[src/hdl/ntc_pkg.sv]
// Shared types, codes and the float-syntax transition table of the number token classifier.
package ntc_pkg;

    // Result classes
    typedef enum logic [1:0] {
        TOK_INTEGER = 2'd0,
        TOK_FLOAT   = 2'd1,
        TOK_SYMBOL  = 2'd2
    } token_class_t;

    // Character classes seen by the float automaton
    typedef enum logic [2:0] {
        CLS_SIGN  = 3'd0,
        CLS_DIGIT = 3'd1,
        CLS_EXP   = 3'd2,
        CLS_POINT = 3'd3,
        CLS_OTHER = 3'd4
    } char_class_t;

    typedef logic [3:0] fs_state_t;

    localparam fs_state_t FS_START  = 4'd0;
    localparam fs_state_t FS_REJECT = 4'd10;

    localparam logic [7:0] CHAR_MINUS   = 8'h2D;
    localparam logic [7:0] CHAR_PLUS    = 8'h2B;
    localparam logic [7:0] CHAR_POINT   = 8'h2E;
    localparam logic [7:0] CHAR_ZERO    = 8'h30;
    localparam logic [7:0] CHAR_NINE    = 8'h39;
    localparam logic [7:0] CHAR_EXP_LC  = 8'h65;
    localparam logic [7:0] CHAR_EXP_UC  = 8'h45;

    // Rows: sign, digit, exponent, point. Columns: current state 0..9.
    localparam fs_state_t FS_NEXT [0:3][0:9] = '{
        '{4'd1,  4'd10, 4'd10, 4'd10, 4'd10, 4'd10, 4'd10, 4'd8,  4'd10, 4'd10},
        '{4'd2,  4'd2,  4'd2,  4'd4,  4'd4,  4'd6,  4'd6,  4'd9,  4'd9,  4'd9 },
        '{4'd10, 4'd10, 4'd7,  4'd7,  4'd7,  4'd10, 4'd7,  4'd10, 4'd10, 4'd10},
        '{4'd5,  4'd5,  4'd3,  4'd10, 4'd10, 4'd10, 4'd10, 4'd10, 4'd10, 4'd10}
    };

    typedef struct packed {
        logic [7:0] char_code;
        logic       last;
    } char_item_t;

    typedef struct packed {
        token_class_t       token_class;
        logic signed [63:0] int_value;
    } result_item_t;

    function automatic char_class_t char_class(input logic [7:0] c);
        char_class_t cls;
        if (c == CHAR_PLUS || c == CHAR_MINUS)
            cls = CLS_SIGN;
        else if (c >= CHAR_ZERO && c <= CHAR_NINE)
            cls = CLS_DIGIT;
        else if (c == CHAR_EXP_LC || c == CHAR_EXP_UC)
            cls = CLS_EXP;
        else if (c == CHAR_POINT)
            cls = CLS_POINT;
        else
            cls = CLS_OTHER;
        return cls;
    endfunction

    function automatic fs_state_t float_step(input char_class_t cls, input fs_state_t st);
        fs_state_t nxt;
        if (st >= FS_REJECT || cls == CLS_OTHER)
            nxt = FS_REJECT;
        else
            nxt = FS_NEXT[cls[1:0]][st];
        return nxt;
    endfunction

    function automatic logic float_accept(input fs_state_t st);
        logic ok;
        case (st) inside
            4'd3, 4'd4, 4'd6, 4'd9: ok = 1'b1;
            default:                ok = 1'b0;
        endcase
        return ok;
    endfunction

endpackage

[src/hdl/number_token_classifier.sv]
// Top level of the number token classifier: token state, classification and result buffering.
//
// Usage:
//   Characters of one atom token arrive on the char channel, one per transfer,
//   with last set on the final one. A transfer happens when char_valid is high
//   and char_stall is low. On the last character one result leaves on the
//   result channel: token_class (integer, float or symbol) and, for integers,
//   the signed decimal value wrapped to 64 bits.
//   The result is registered: it enters the output register, or the skid entry
//   while an older result is still held in the output register by stall.
//   Throughput: one character per cycle while char_stall is low; each
//   character's state update is a shift-add of the accumulator and one table step.
//   The accumulator holds the signed value directly: after a leading '-' each
//   digit is subtracted, so no negation is needed at the end of the token.
//   Result side: an output register plus one skid entry. While the receiver
//   stalls, characters keep flowing until the skid entry holds a second
//   result; only then does char_stall rise.
//   cfg_write loads float_enable from cfg_data; do so only while idle.
//   Reset clears the token state and both result entries; float_enable
//   returns to 1.
module number_token_classifier #(
    parameter int MAX_TOKEN_LEN = 128
) (
    input  logic                 clk,
    input  logic                 rst_n,
    input  logic                 char_valid,
    output logic                 char_stall,
    input  ntc_pkg::char_item_t  char_data,
    output logic                 result_valid,
    input  logic                 result_stall,
    output ntc_pkg::result_item_t result_data,
    input  logic                 cfg_write,
    input  logic                 cfg_data
);
    import ntc_pkg::*;

    localparam int CNT_W = $clog2(MAX_TOKEN_LEN + 1);

    // Token state
    logic [CNT_W-1:0] count_reg, count_next;
    logic             negative_reg, negative_next;
    logic             nondigit_reg, nondigit_next;
    logic             digit_reg, digit_next;
    logic [63:0]      acc_reg, acc_next;
    fs_state_t        fstate_reg, fstate_next;
    logic             float_enable_reg;

    // Result buffering
    logic             out_valid_reg;
    result_item_t     out_data_reg;
    logic             skid_valid_reg;
    result_item_t     skid_data_reg;

    logic             char_fire;
    logic             take;
    logic             is_digit;
    logic [3:0]       digit;
    logic [63:0]      acc_times_ten;
    logic [63:0]      digit_term;
    logic [63:0]      upd_acc;
    logic             upd_negative;
    logic             upd_nondigit;
    logic             upd_digit;
    fs_state_t        upd_fstate;
    logic [CNT_W-1:0] upd_count;
    logic             new_result;
    result_item_t     result_next;
    logic             out_free;

    assign char_stall = skid_valid_reg;
    assign char_fire  = char_valid && !char_stall;
    assign take       = count_reg < CNT_W'(MAX_TOKEN_LEN);

    assign is_digit      = char_data.char_code >= CHAR_ZERO && char_data.char_code <= CHAR_NINE;
    assign digit         = 4'(char_data.char_code - CHAR_ZERO);
    assign acc_times_ten = {acc_reg[60:0], 3'b000} + {acc_reg[62:0], 1'b0};
    assign digit_term    = negative_reg ? (64'd0 - {60'd0, digit}) : {60'd0, digit};

    // One character step; characters past the limit leave the state as is
    always_comb
    begin
        upd_count    = count_reg;
        upd_negative = negative_reg;
        upd_nondigit = nondigit_reg;
        upd_digit    = digit_reg;
        upd_acc      = acc_reg;
        upd_fstate   = fstate_reg;
        if (take)
        begin
            upd_count = count_reg + CNT_W'(1);
            if (count_reg == '0 && char_data.char_code == CHAR_MINUS)
                upd_negative = 1'b1;
            else if (is_digit)
            begin
                upd_digit = 1'b1;
                upd_acc   = acc_times_ten + digit_term;
            end
            else
                upd_nondigit = 1'b1;
            upd_fstate = float_step(char_class(char_data.char_code), fstate_reg);
        end
    end

    // Classification of the finished token
    always_comb
    begin
        result_next.int_value = '0;
        if (upd_digit && !upd_nondigit)
        begin
            result_next.token_class = TOK_INTEGER;
            result_next.int_value   = upd_acc;
        end
        else if (float_enable_reg && float_accept(upd_fstate))
            result_next.token_class = TOK_FLOAT;
        else
            result_next.token_class = TOK_SYMBOL;
    end

    always_comb
    begin
        count_next    = count_reg;
        negative_next = negative_reg;
        nondigit_next = nondigit_reg;
        digit_next    = digit_reg;
        acc_next      = acc_reg;
        fstate_next   = fstate_reg;
        if (char_fire)
        begin
            if (char_data.last)
            begin
                count_next    = '0;
                negative_next = 1'b0;
                nondigit_next = 1'b0;
                digit_next    = 1'b0;
                acc_next      = '0;
                fstate_next   = FS_START;
            end
            else
            begin
                count_next    = upd_count;
                negative_next = upd_negative;
                nondigit_next = upd_nondigit;
                digit_next    = upd_digit;
                acc_next      = upd_acc;
                fstate_next   = upd_fstate;
            end
        end
    end

    always_ff @(posedge clk or negedge rst_n)
    begin
        if (!rst_n)
        begin
            count_reg        <= '0;
            negative_reg     <= 1'b0;
            nondigit_reg     <= 1'b0;
            digit_reg        <= 1'b0;
            acc_reg          <= '0;
            fstate_reg       <= FS_START;
            float_enable_reg <= 1'b1;
        end
        else
        begin
            count_reg    <= count_next;
            negative_reg <= negative_next;
            nondigit_reg <= nondigit_next;
            digit_reg    <= digit_next;
            acc_reg      <= acc_next;
            fstate_reg   <= fstate_next;
            if (cfg_write)
                float_enable_reg <= cfg_data;
        end
    end

    // Output register with one skid entry behind it
    assign new_result = char_fire && char_data.last;
    assign out_free   = !out_valid_reg || !result_stall;

    always_ff @(posedge clk or negedge rst_n)
    begin
        if (!rst_n)
        begin
            out_valid_reg  <= 1'b0;
            skid_valid_reg <= 1'b0;
        end
        else if (out_free)
        begin
            if (skid_valid_reg)
            begin
                out_valid_reg  <= 1'b1;
                skid_valid_reg <= 1'b0;
            end
            else
                out_valid_reg <= new_result;
        end
        else if (new_result)
            skid_valid_reg <= 1'b1;
    end

    always_ff @(posedge clk)
    begin
        if (out_free)
        begin
            if (skid_valid_reg)
                out_data_reg <= skid_data_reg;
            else if (new_result)
                out_data_reg <= result_next;
        end
        else if (new_result)
            skid_data_reg <= result_next;
    end

    assign result_valid = out_valid_reg;
    assign result_data  = out_data_reg;

endmodule

[config.mk]
export PLATFORM = sky130hd
export DESIGN_NAME = number_token_classifier
export DESIGN_NICKNAME = d
export VERILOG_FILES = /design/src/hdl/ntc_pkg.sv /design/src/hdl/number_token_classifier.sv
export SDC_FILE = /design/constraint.sdc
export NUM_CORES = 1
export LEC_CHECK = 0
export BUFFER_PORTS_ARGS = -buffer_cell sky130_fd_sc_hd__buf_2
export CORE_MARGIN = 5
export CORE_UTILIZATION = 65
export CTS_CLUSTER_DIAMETER = 200
export DETAILED_ROUTE_END_ITERATION = 10
export GPL_TIMING_DRIVEN = 0
export PLACE_DENSITY = 0.84
export SYNTH_ARGS = -nofsm -noshare
export SYNTH_HDL_FRONTEND = slang
export SYNTH_SLANG_ARGS = --single-unit
[constraint.sdc]
create_clock -name clk -period 18.57 [get_ports clk]
set_clock_uncertainty 0.15 [all_clocks]
set_input_delay 0.9285 -clock clk [delete_from_list [all_inputs] [get_ports clk]]
set_output_delay 0.9285 -clock clk [all_outputs]
set_load 0.02 [all_outputs]
==> results of run 1 <==
-- worst max-delay path, stage by stage --
cell and delay (ns):
buf_2 0.14, inv_1 0.10, ha_1 0.25, a21boi_4 0.72, buf_12 0.29, fa_1 0.45
ha_1 0.39, a21oi_1 0.23, o21ai_1 0.16, o211ai_1 0.26, nand2_1 0.15, a21oi_1 0.40
o211ai_1 0.31, a21oi_1 0.47, o31ai_1 0.14, xnor2_1 0.48, o21ai_0 0.21
-- metrics by stage --
step | total power, µW | util
global placement | 618 | 0.695
floorplan | 589 | -
CTS | 1090 | 0.737
detailed placement | 623 | 0.702
finish | 1090 | 0.737
global route | 1120 | 0.737
-- power groups by stage --
stage	Sequential [µW]	Combinational, µW	Clock, µW
finish	527	87.9	476
global route	529	94.6	496
CTS	527	87.2	473
detailed placement	537	86.5	0
global placement	538	80.1	0
floorplan	548	40.5	0
-- kinds of logic after synthesis --
family,after synthesis,synth area share
muxes,53,0.0396
AOI/OAI and AO/OA,425,0.193
and+or+nand+nor,410,0.131
buffers and inverters,108,0.0290
DFF,214,0.416
adders and majority gates,138,0.151
xor gates and xnor gates,65,0.0394
-- worst paths after layout --
kind | start | endpoint | slack, ns | depth (start not counted)
worst max-delay path | char_data[1] | result_data[44]$_DFFE_PP_ | 12.55 | 17
worst min-delay path | rst_n | acc_reg[9]$_DFFE_PN0P_ | 0.13 | 1
worst max register to register | negative_reg$_DFFE_PN0P_ | result_data[44]$_DFFE_PP_ | 12.99 | 14
worst min register to register | digit_reg$_DFFE_PN0P_ | digit_reg$_DFFE_PN0P_ | 0.38 | 2
max in group asynchronous | rst_n | acc_reg[62]$_DFFE_PN0P_ | 17.49 | 2
min in group clk | digit_reg$_DFFE_PN0P_ | digit_reg$_DFFE_PN0P_ | 0.38 | 2
-- routing by layer --
layer  vias up  routed length, µm  GRT usage
met5         -                 13          0
met4         2               1580      0.105
li1       5412                  -          -
met3       120               5200     0.0802
met2       812              18100      0.478
met1      5874              17200      0.483
-- Yosys cell counts (13+ instances only) --
library cell / n / area share
o31ai_1: 17 / 0.0088
a22o_1: 45 / 0.027
a21oi_1: 122 / 0.042
clkbuf_1: 57 / 0.015
inv_1: 36 / 0.0093
nand4_1: 21 / 0.0091
a31oi_1: 13 / 0.0056
a21o_1: 27 / 0.014
nand2_1: 180 / 0.047
mux2i_1: 19 / 0.013
dfrtp_1: 81 / 0.14
and2_1: 19 / 0.0082
o21ai_1: 43 / 0.015
nand3_1: 27 / 0.0093
mux2_2: 33 / 0.026
nor2_1: 93 / 0.024
o21bai_1: 14 / 0.0073
xor2_1: 21 / 0.013
edfxtp_1: 132 / 0.27
xnor2_1: 44 / 0.027
ha_1: 77 / 0.067
o21ai_0: 69 / 0.024
fa_1: 61 / 0.084
-- final cells by class --
class,count,area (µm²),area share
flip-flops and latches,214,6020,0.373
diodes,1,2.50,0.000155
well taps,280,350,0.0217
inverters,36,135,0.00837
plain buffers,72,284,0.0176
multi-input cells,1091,8050,0.499
repair buffers,87,536,0.0332
clock buffers,26,587,0.0364
clock inverters,16,175,0.0109
==> flow_summary.yaml, run 1 <==
status:
  outcome: "complete, no violations"
synth:
  synth-edff-count: 132
  synth.distinct_cells: 82
  synthCells: 1413
  synth_top_flop_cell: "edfxtp_1"
  syn-num-nets: 1566
  yosysWarnings: 0
  synth-seq-area-share: 0.416
  ys_ff_latch: 214
  synth_area_um2: 14500
  synth.avg_cell_area_um2: 10.2
  synthArstFlopShare: 0.383
clock_network:
  clk_latency_ns: 0.53
  post_cts_resized: 0
  cts_max_level: 1
  numCtsBuffers: 23
  cts_setup_buffers: 0
  clkTransAtPathRegs_ns: 0.07
  ctsLongestPathBuffers: 3
  hold_buffers: 0
  cts_tree: "done"
  cts.sinks: 214
  clk_root_buffer_cell: "clkbuf_16"
timing:
  min_period_ns: 6.02
  worst_slack_ns: 12.55
  fmax_mhz: 166
  maxSlewHeadroom: 0.324
  drv_slew: 0
  rsz0062_at_grt: "no"
  finalSetupViolations: 0
  tightest_slew_ns: 1.01
  finalHoldViolCount: 0
  finalSetupTns_ns: 0
  whs_ns: 0.128
  post-route-period-util: 0.324
power_and_ir_drop:
  p_sw_uw: 273
  power_density_nw_per_um2: 67.7
  clock_power_share: 0.436
  switching_share: 0.250
  power_leakage_uw: 0.00676
  seqPwrFrac: 0.483
  internal_power_uw: 819
  peakVddDrop_mv: 0.0593
  combinationalPowerShare: 0.080
detailed_routing:
  wl_per_cell_um: 23.1
  drc_errors: 0
  ant_nets: 0
  firstDrtPassIters: 6
  vias: 12200
  routed_wl_um: 42100
  vias_per_cell: 6.70
  drtIter0Drc: 1729
worst_setup_path:
  cp_max_fo: 21
  cp-end-kind: "flop"
  cp.required_ns: 18.66
  crit_arrival_ns: 6.11
  start_kind: "input port"
  crit_type: "in2reg"
cells_and_area:
  final_cell_mix: "180 x nand2_1, 132 x edfxtp_1, 121 x a21oi_1"
  fill_cells: 1567
  finalNonFillerCells: 1823
  syn_to_final_growth_pct: 11.6
  drive_above_1_share: 0.124
  final_area_um2: 16100
  nets: 1678
  final_common_cell: "nand2_1"
worst_hold_path:
  timing.hold.worst.class: "in2async"
global_route:
  antenna_found_initial: 1
  grt_max_degree: 68
  grt_pass1_vias: 12000
  grt_pass1_wl_um: 67400
  grt_overflow: 0
  grt_util_all_layers: 0.327
placement:
  numPortBuffers: 81
  post_dp_cell_area_um2: 15400
  dpl.hpwl_um: 31600
  post-place-ws_ns: 12.18
  post-place-cells: 1780
  gp_congestion: 0.986
flow_run:
  drv_cap: 0
die:
  die_w_um: 159
  rows: 54
  dieArea_um2: 25300
  core_area_um2: 21900
  die_h_um: 159
  ios: 83
  initial_core_util: 0.660
Note: power is estimated with default switching activity, not from simulation.
==> run 2: changes to the inputs <==
--- a/config.mk
+++ b/config.mk
@@ -5,13 +5,14 @@
 export SDC_FILE = /design/constraint.sdc
 export NUM_CORES = 1
 export LEC_CHECK = 0
+export ABC_AREA = 1
 export BUFFER_PORTS_ARGS = -buffer_cell sky130_fd_sc_hd__buf_2
 export CORE_MARGIN = 5
-export CORE_UTILIZATION = 65
+export CORE_UTILIZATION = 63
 export CTS_CLUSTER_DIAMETER = 200
 export DETAILED_ROUTE_END_ITERATION = 10
 export GPL_TIMING_DRIVEN = 0
-export PLACE_DENSITY = 0.84
+export PLACE_DENSITY = 0.82
 export SYNTH_ARGS = -nofsm -noshare
 export SYNTH_HDL_FRONTEND = slang
 export SYNTH_SLANG_ARGS = --single-unit
==> constraint.sdc (replaced) <==
create_clock -name clk -period 5.9 [get_ports clk]
set_clock_uncertainty 0.15 [all_clocks]
set_input_delay 0.295 -clock clk [delete_from_list [all_inputs] [get_ports clk]]
set_output_delay 0.295 -clock clk [all_outputs]
set_load 0.02 [all_outputs]
==> flow_summary.yaml, run 2 <==
worst_setup_path:
  start_kind: "flop"
  cp_max_fo: 28
  r2r_cells: 19
  r2r_setup_slack_ns: 1.31
  cp.required_ns: 6.00
  crit_type: "reg2reg"
  r2r-start: "negative_reg$_DFFE_PN0P_"
  timing.rr.end: "result_data[41]$_DFFE_PP_"
  crit_arrival_ns: 4.69
  cp-end-kind: "flop"
  crit_start: "negative_reg$_DFFE_PN0P_"
clock_network:
  cts_max_level: 1
  post_cts_resized: 0
  ctsLongestPathBuffers: 3
  numCtsBuffers: 23
  clk_root_buffer_cell: "clkbuf_16"
  cts.sinks: 214
  cts_setup_buffers: 0
  hold_buffers: 4
  clkTransAtPathRegs_ns: 0.07
  clk_latency_ns: 0.53
  cts_tree: "done"
die:
  die_h_um: 169
  die_w_um: 169
  initial_core_util: 0.637
  ios: 83
  dieArea_um2: 28600
  core_area_um2: 25000
  rows: 58
power_and_ir_drop:
  switching_share: 0.274
  internal_power_uw: 2500
  power_leakage_uw: 0.00835
  p_sw_uw: 945
  power_density_nw_per_um2: 195
  combinationalPowerShare: 0.104
  seqPwrFrac: 0.486
  clock_power_share: 0.411
  peakVddDrop_mv: 0.275
worst_hold_path:
  worstHoldPathCells: 3
  timing.hold.worst.class: "in2reg"
  holdPathEnd: "result_valid$_DFFE_PN0N_"
  hold_start: "result_stall"
synth:
  synthTopCellsByArea: "edfxtp_1 25%, nand2_1 16%, dfrtp_1 13%, fa_1 7.7%, ha_1 6.0%"
  synth_area_um2: 15900
  syn-num-nets: 2233
  synth_top_area_cell: "edfxtp_1"
  synth.avg_cell_area_um2: 7.66
  yosysWarnings: 0
  synth_most_common_cell: "nand2_1"
  synth-seq-area-share: 0.378
  synth_top_flop_cell: "edfxtp_1"
  synthArstFlopShare: 0.383
  synth_top_area_share: 0.249
  ys_top_cells_by_count: "659 x nand2_1, 228 x inv_1, 174 x nor2_1"
  synth-edff-count: 132
  synthCells: 2080
  ys_ff_latch: 214
  synth.distinct_cells: 48
cells_and_area:
  final_common_cell: "nand2_1"
  syn_to_final_growth_pct: 10.7
  fill_cells: 1863
  final_area_um2: 17600
  fin_util: 0.705
  nets: 2348
  drive_above_1_share: 0.0931
  n_antenna_cell: 0
  final_cell_mix: "659 x nand2_1, 228 x inv_1, 172 x nor2_1"
placement:
  gp_congestion: 1.00
  dpl.hpwl_um: 43000
  post_dp_cell_area_um2: 16900
  numPortBuffers: 81
  post-place-ws_ns: 1.24
status:
  outcome: "complete, no violations"
timing:
  min_period_ns: 4.59
  whs_ns: 0.0352
  tightest_slew_ns: 1.08
  drv_slew: 0
  worst_slack_ns: 1.31
  post-route-period-util: 0.778
  maxSlewHeadroom: 0.275
  fmax_mhz: 218
  rsz0062_at_grt: "no"
  finalHoldViolCount: 0
  finalSetupViolations: 0
global_route:
  antenna_found_initial: 1
  grt_overflow: 0
  grt_util_all_layers: 0.393
  grt_pass1_wl_um: 86500
  grt_max_degree: 58
  grt_pass1_vias: 15200
flow_run:
  drv_cap: 0
detailed_routing:
  vias: 16200
  drc_errors: 0
  ant_nets: 0
  routed_wl_um: 57100
  firstDrtPassIters: 9
  wl_per_cell_um: 22.5
  vias_per_cell: 6.36
  drtIter0Drc: 2837
-- run 2: cell types whose count changed after synthesis, moves of 19 or more --
cell / previous run / this run
mux2i_1: 19 / 0
a21o_1: 27 / 7
nor2_2: 0 / 25
nand2_1: 180 / 659
clkbuf_1: 57 / 24
a22o_1: 45 / 0
o21ai_0: 69 / 131
mux2_2: 33 / 0
xnor2_1: 44 / 13
nor2_1: 93 / 174
inv_1: 36 / 228
nand3_1: 27 / 122
-- run 2: area by class of cell --
cell class	instances	area (µm²)	share of cell area
Multi-Input combinational cell	1576	8770	0.497
Sequential cell	214	6020	0.341
Inverter	237	892	0.0505
Clock buffer	32	629	0.0357
Timing Repair Buffer	90	556	0.0315
Tap cell	330	413	0.0234
Buffer	53	285	0.0162
Clock inverter	10	85.1	0.00482
-- run 2: cells by family (layout without fill, tap and decap cells) --
| logic type | count (synthesis) | count (layout) | synth area share |
|---|---|---|---|
| AND/OR/NAND/NOR | 1081 | 1081 | 0.287 |
| AO/OA/AOI/OAI | 337 | 337 | 0.114 |
| flip-flops | 214 | 214 | 0.378 |
| XOR/XNOR | 20 | 20 | 0.0110 |
| buffers and inverters | 290 | 422 | 0.0739 |
| adder cells (fa/ha/maj) | 138 | 138 | 0.137 |
-- run 2: worst max-delay path, stage by stage, from the launching register on --
cell,delay [ns]
dfrtp_1,0.43
inv_1,0.17
nor2_4,0.31
buf_12,0.26
buf_12,0.24
fa_1,0.47
ha_1,0.41
nand2_1,0.18
nor2_1,0.22
inv_1,0.07
nor2_1,0.15
inv_1,0.08
o21ai_0,0.30
inv_1,0.10
nand2_1,0.08
nand2_1,0.05
nand3_1,0.28
nand2_1,0.14
nand3_1,0.11
nand2_1,0.09
-- run 2: layer usage --
metal	up-vias	part of all wire	global-route usage
met5	-	0	0
met4	0	0.055	0.164
met3	278	0.15	0.101
met2	1422	0.42	0.591
met1	7408	0.37	0.546
li1	7054	-	-
-- run 2: worst max-delay path by stage --
stage / endpoint / slack (ns) / cells past startpoint
2_1_floorplan: result_data[26]$_DFFE_PP_ / 0.45 / 18
3_3_place_gp: result_data[38]$_DFFE_PP_ / -1.04 / 21
3_5_place_dp: result_data[41]$_DFFE_PP_ / 1.24 / 23
4_1_cts: result_data[41]$_DFFE_PP_ / 1.46 / 19
5_1_grt: result_data[41]$_DFFE_PP_ / 1.18 / 19
6_report: result_data[41]$_DFFE_PP_ / 1.31 / 19
-- run 2: power by group through the flow --
stage | Sequential [µW] | Combinational (µW) | Clock [µW]
floorplan | 1730 | 169 | 0
CTS | 1670 | 343 | 1390
global placement | 1700 | 312 | 0
detailed placement | 1700 | 332 | 0
global route | 1680 | 379 | 1460
finish | 1670 | 358 | 1420
-- run 2: stage by stage --
| stage | TNS (ns) | total power (µW) | std cells |
|---|---|---|---|
| final | 0 | 3450 | 2542 |
| after CTS | 0 | 3400 | 2542 |
| after global placement | -113.59 | 2020 | 2491 |
| after detailed placement | 0 | 2030 | 2496 |
| after global routing | 0 | 3510 | 2542 |
| after floorplan | 0 | 1900 | 2080 |
==> run 3: changes to the inputs <==
==> constraint.sdc (replaced) <==
create_clock -name clk -period 4.39 [get_ports clk]
set_clock_uncertainty 0.15 [all_clocks]
set_input_delay 0.2195 -clock clk [delete_from_list [all_inputs] [get_ports clk]]
set_output_delay 0.2195 -clock clk [all_outputs]
set_load 0.02 [all_outputs]
==> flow_summary.yaml, run 3 (same netlist as run 2, synthesis figures left out) <==
status:
  outcome: "complete, no violations"
cells_and_area:
  final_cell_mix: "659 x nand2_1, 228 x inv_1, 170 x nor2_1"
  fill_cells: 1955
  nets: 2351
  syn_to_final_growth_pct: 11.2
  n_antenna_cell: 0
  final_common_cell: "nand2_1"
  drive_above_1_share: 0.0962
worst_setup_path:
  slowest_stage: "fa_1"
  crit_buf_inv: 2
  start_kind: "flop"
  cp_common_cell: "o21ai_0"
  slowest_delay_ns: 0.45
  crit_path_cell_trace: "inv_1 > nor2_4 > buf_12 > fa_1 > ha_1 > a21oi_1 > o21ai_0 > a21oi_1 > and2_1 > nand2_1 > o21ai_0 > o21ai_0 > nand3_1 > nand2_1"
  cpLargestDelayFamily: "compound AO/OA/AOI/OAI gates"
  crit_type: "reg2reg"
  crit_arrival_ns: 4.34
  cp-end-kind: "flop"
  cp.required_ns: 4.49
  cp_max_fo: 22
detailed_routing:
  vias: 15300
  drtIter0Drc: 2210
  drc_errors: 0
  ant_nets: 0
  routed_wl_um: 50800
  vias_per_cell: 6.00
  firstDrtPassIters: 6
  wl_per_cell_um: 20.0
global_route:
  grt_pass1_vias: 14500
  grt_max_degree: 73
  grt_overflow: 0
  antenna_found_initial: 1
  grt_pass1_wl_um: 79100
  grt_util_all_layers: 0.353
clock_network:
  clkTransAtPathRegs_ns: 0.06
  cts.sinks: 214
  clk_root_buffer_cell: "clkbuf_16"
  cts_max_level: 1
  numCtsBuffers: 22
  cts_tree: "done"
  ctsLongestPathBuffers: 3
  clk_latency_ns: 0.52
die:
  rows: 58
  ios: 83
  die_w_um: 169
  core_area_um2: 25000
  dieArea_um2: 28600
  initial_core_util: 0.637
  die_h_um: 169
power_and_ir_drop:
  combinationalPowerShare: 0.101
  clock_power_share: 0.413
  seqPwrFrac: 0.486
  p_sw_uw: 1190
  power_density_nw_per_um2: 260
  power_leakage_uw: 0.00836
  internal_power_uw: 3420
  total_power_uw: 4620
  peakVddDrop_mv: 0.335
  switching_share: 0.259
placement:
  dpl.hpwl_um: 40600
  numPortBuffers: 81
  gp_congestion: 1.04
  post-place-ws_ns: -0.376
worst_hold_path:
  timing.hold.worst.class: "in2reg"
timing:
  rsz0062_at_grt: "no"
  maxSlewHeadroom: 0.336
  finalSetupViolations: 0
  tightest_slew_ns: 0.993
  worst_slack_ns: 0.146
  fmax_mhz: 236
  min_period_ns: 4.24
  drv_slew: 0
  post-route-period-util: 0.967
  finalHoldViolCount: 0
flow_run:
  drv_cap: 0
run 3: final cells by class:
class                   count  area [µm²]  share of cell area
repair buffers             94         603              0.0340
well taps                 330         413              0.0233
multi-input cells        1576        8800               0.497
plain buffers              53         285              0.0161
clock buffers              28         594              0.0335
clock inverters            12         120             0.00678
flip-flops and latches    214        6020               0.339
inverters                 237         892              0.0503
run 3: repair_timing:
item	4_1_cts	5_1_grt
gates resized for setup	0	6
hold buffers	6	0
pin swaps	1	0
endpoints found under the setup margin	12	7
buffers inserted	1	0
endpoints found under the hold margin	89	0
run 3: per-stage QoR:
stage,instance area (µm²),TNS [ns],hold WS (ns),utilization,cells
4_1_cts,17700,0,0.00753,0.707,2544
3_5_place_dp,16900,-8.55,-0.0697,0.676,2497
2_1_floorplan,16000,-0.0219,-0.226,-,2080
6_report,17700,0,0.0114,0.708,2544
3_3_place_gp,16800,-137.89,0.240,0.670,2491
5_1_grt,17700,0,0.0819,0.708,2544
run 3: path summary, 6_finish.rpt:
| check | to | startpoint | slack [ns] | cells after the start |
|---|---|---|---|---|
| setup / recovery | result_data[31]$_DFFE_PP_ | negative_reg$_DFFE_PN0P_ | 0.15 | 14 |
| hold / removal | negative_reg$_DFFE_PN0P_ | char_data[6] | 0.01 | 5 |
| setup reg to reg | result_data[31]$_DFFE_PP_ | negative_reg$_DFFE_PN0P_ | 0.15 | 14 |
| hold reg to reg | result_data[37]$_DFFE_PP_ | skid_data_reg[37]$_DFFE_PP_ | 0.37 | 2 |
| max in group asynchronous | acc_reg[6]$_DFFE_PN0P_ | rst_n | 3.05 | 3 |
| min in group asynchronous | acc_reg[8]$_DFFE_PN0P_ | rst_n | 0.15 | 3 |
run 3: power groups by stage:
stage / logic [µW] / clock network [µW] / registers (µW)
finish: 465 / 1910 / 2240
global route: 503 / 1980 / 2250
CTS: 456 / 1890 / 2240
detailed placement: 448 / 0 / 2280
global placement: 422 / 0 / 2290
floorplan: 229 / 0 / 2330
run 3: metal layers:
layer,track usage,up-vias,part of all wire
met2,0.540,923,0.43
met5,0,-,0
met1,0.507,7164,0.41
met4,0.0959,0,0.033
met3,0.0901,111,0.13
li1,-,7062,-
run 3: worst register-to-register path, cell delays in order, from the launching register on:
cell and delay, ns:
dfrtp_1 0.41, inv_1 0.14, nor2_4 0.17, buf_12 0.22
fa_1 0.46, ha_1 0.39, a21oi_1 0.28, o21ai_0 0.23
a21oi_1 0.26, and2_1 0.16, nand2_1 0.15, o21ai_0 0.37
o21ai_0 0.33, nand3_1 0.18, nand2_1 0.09
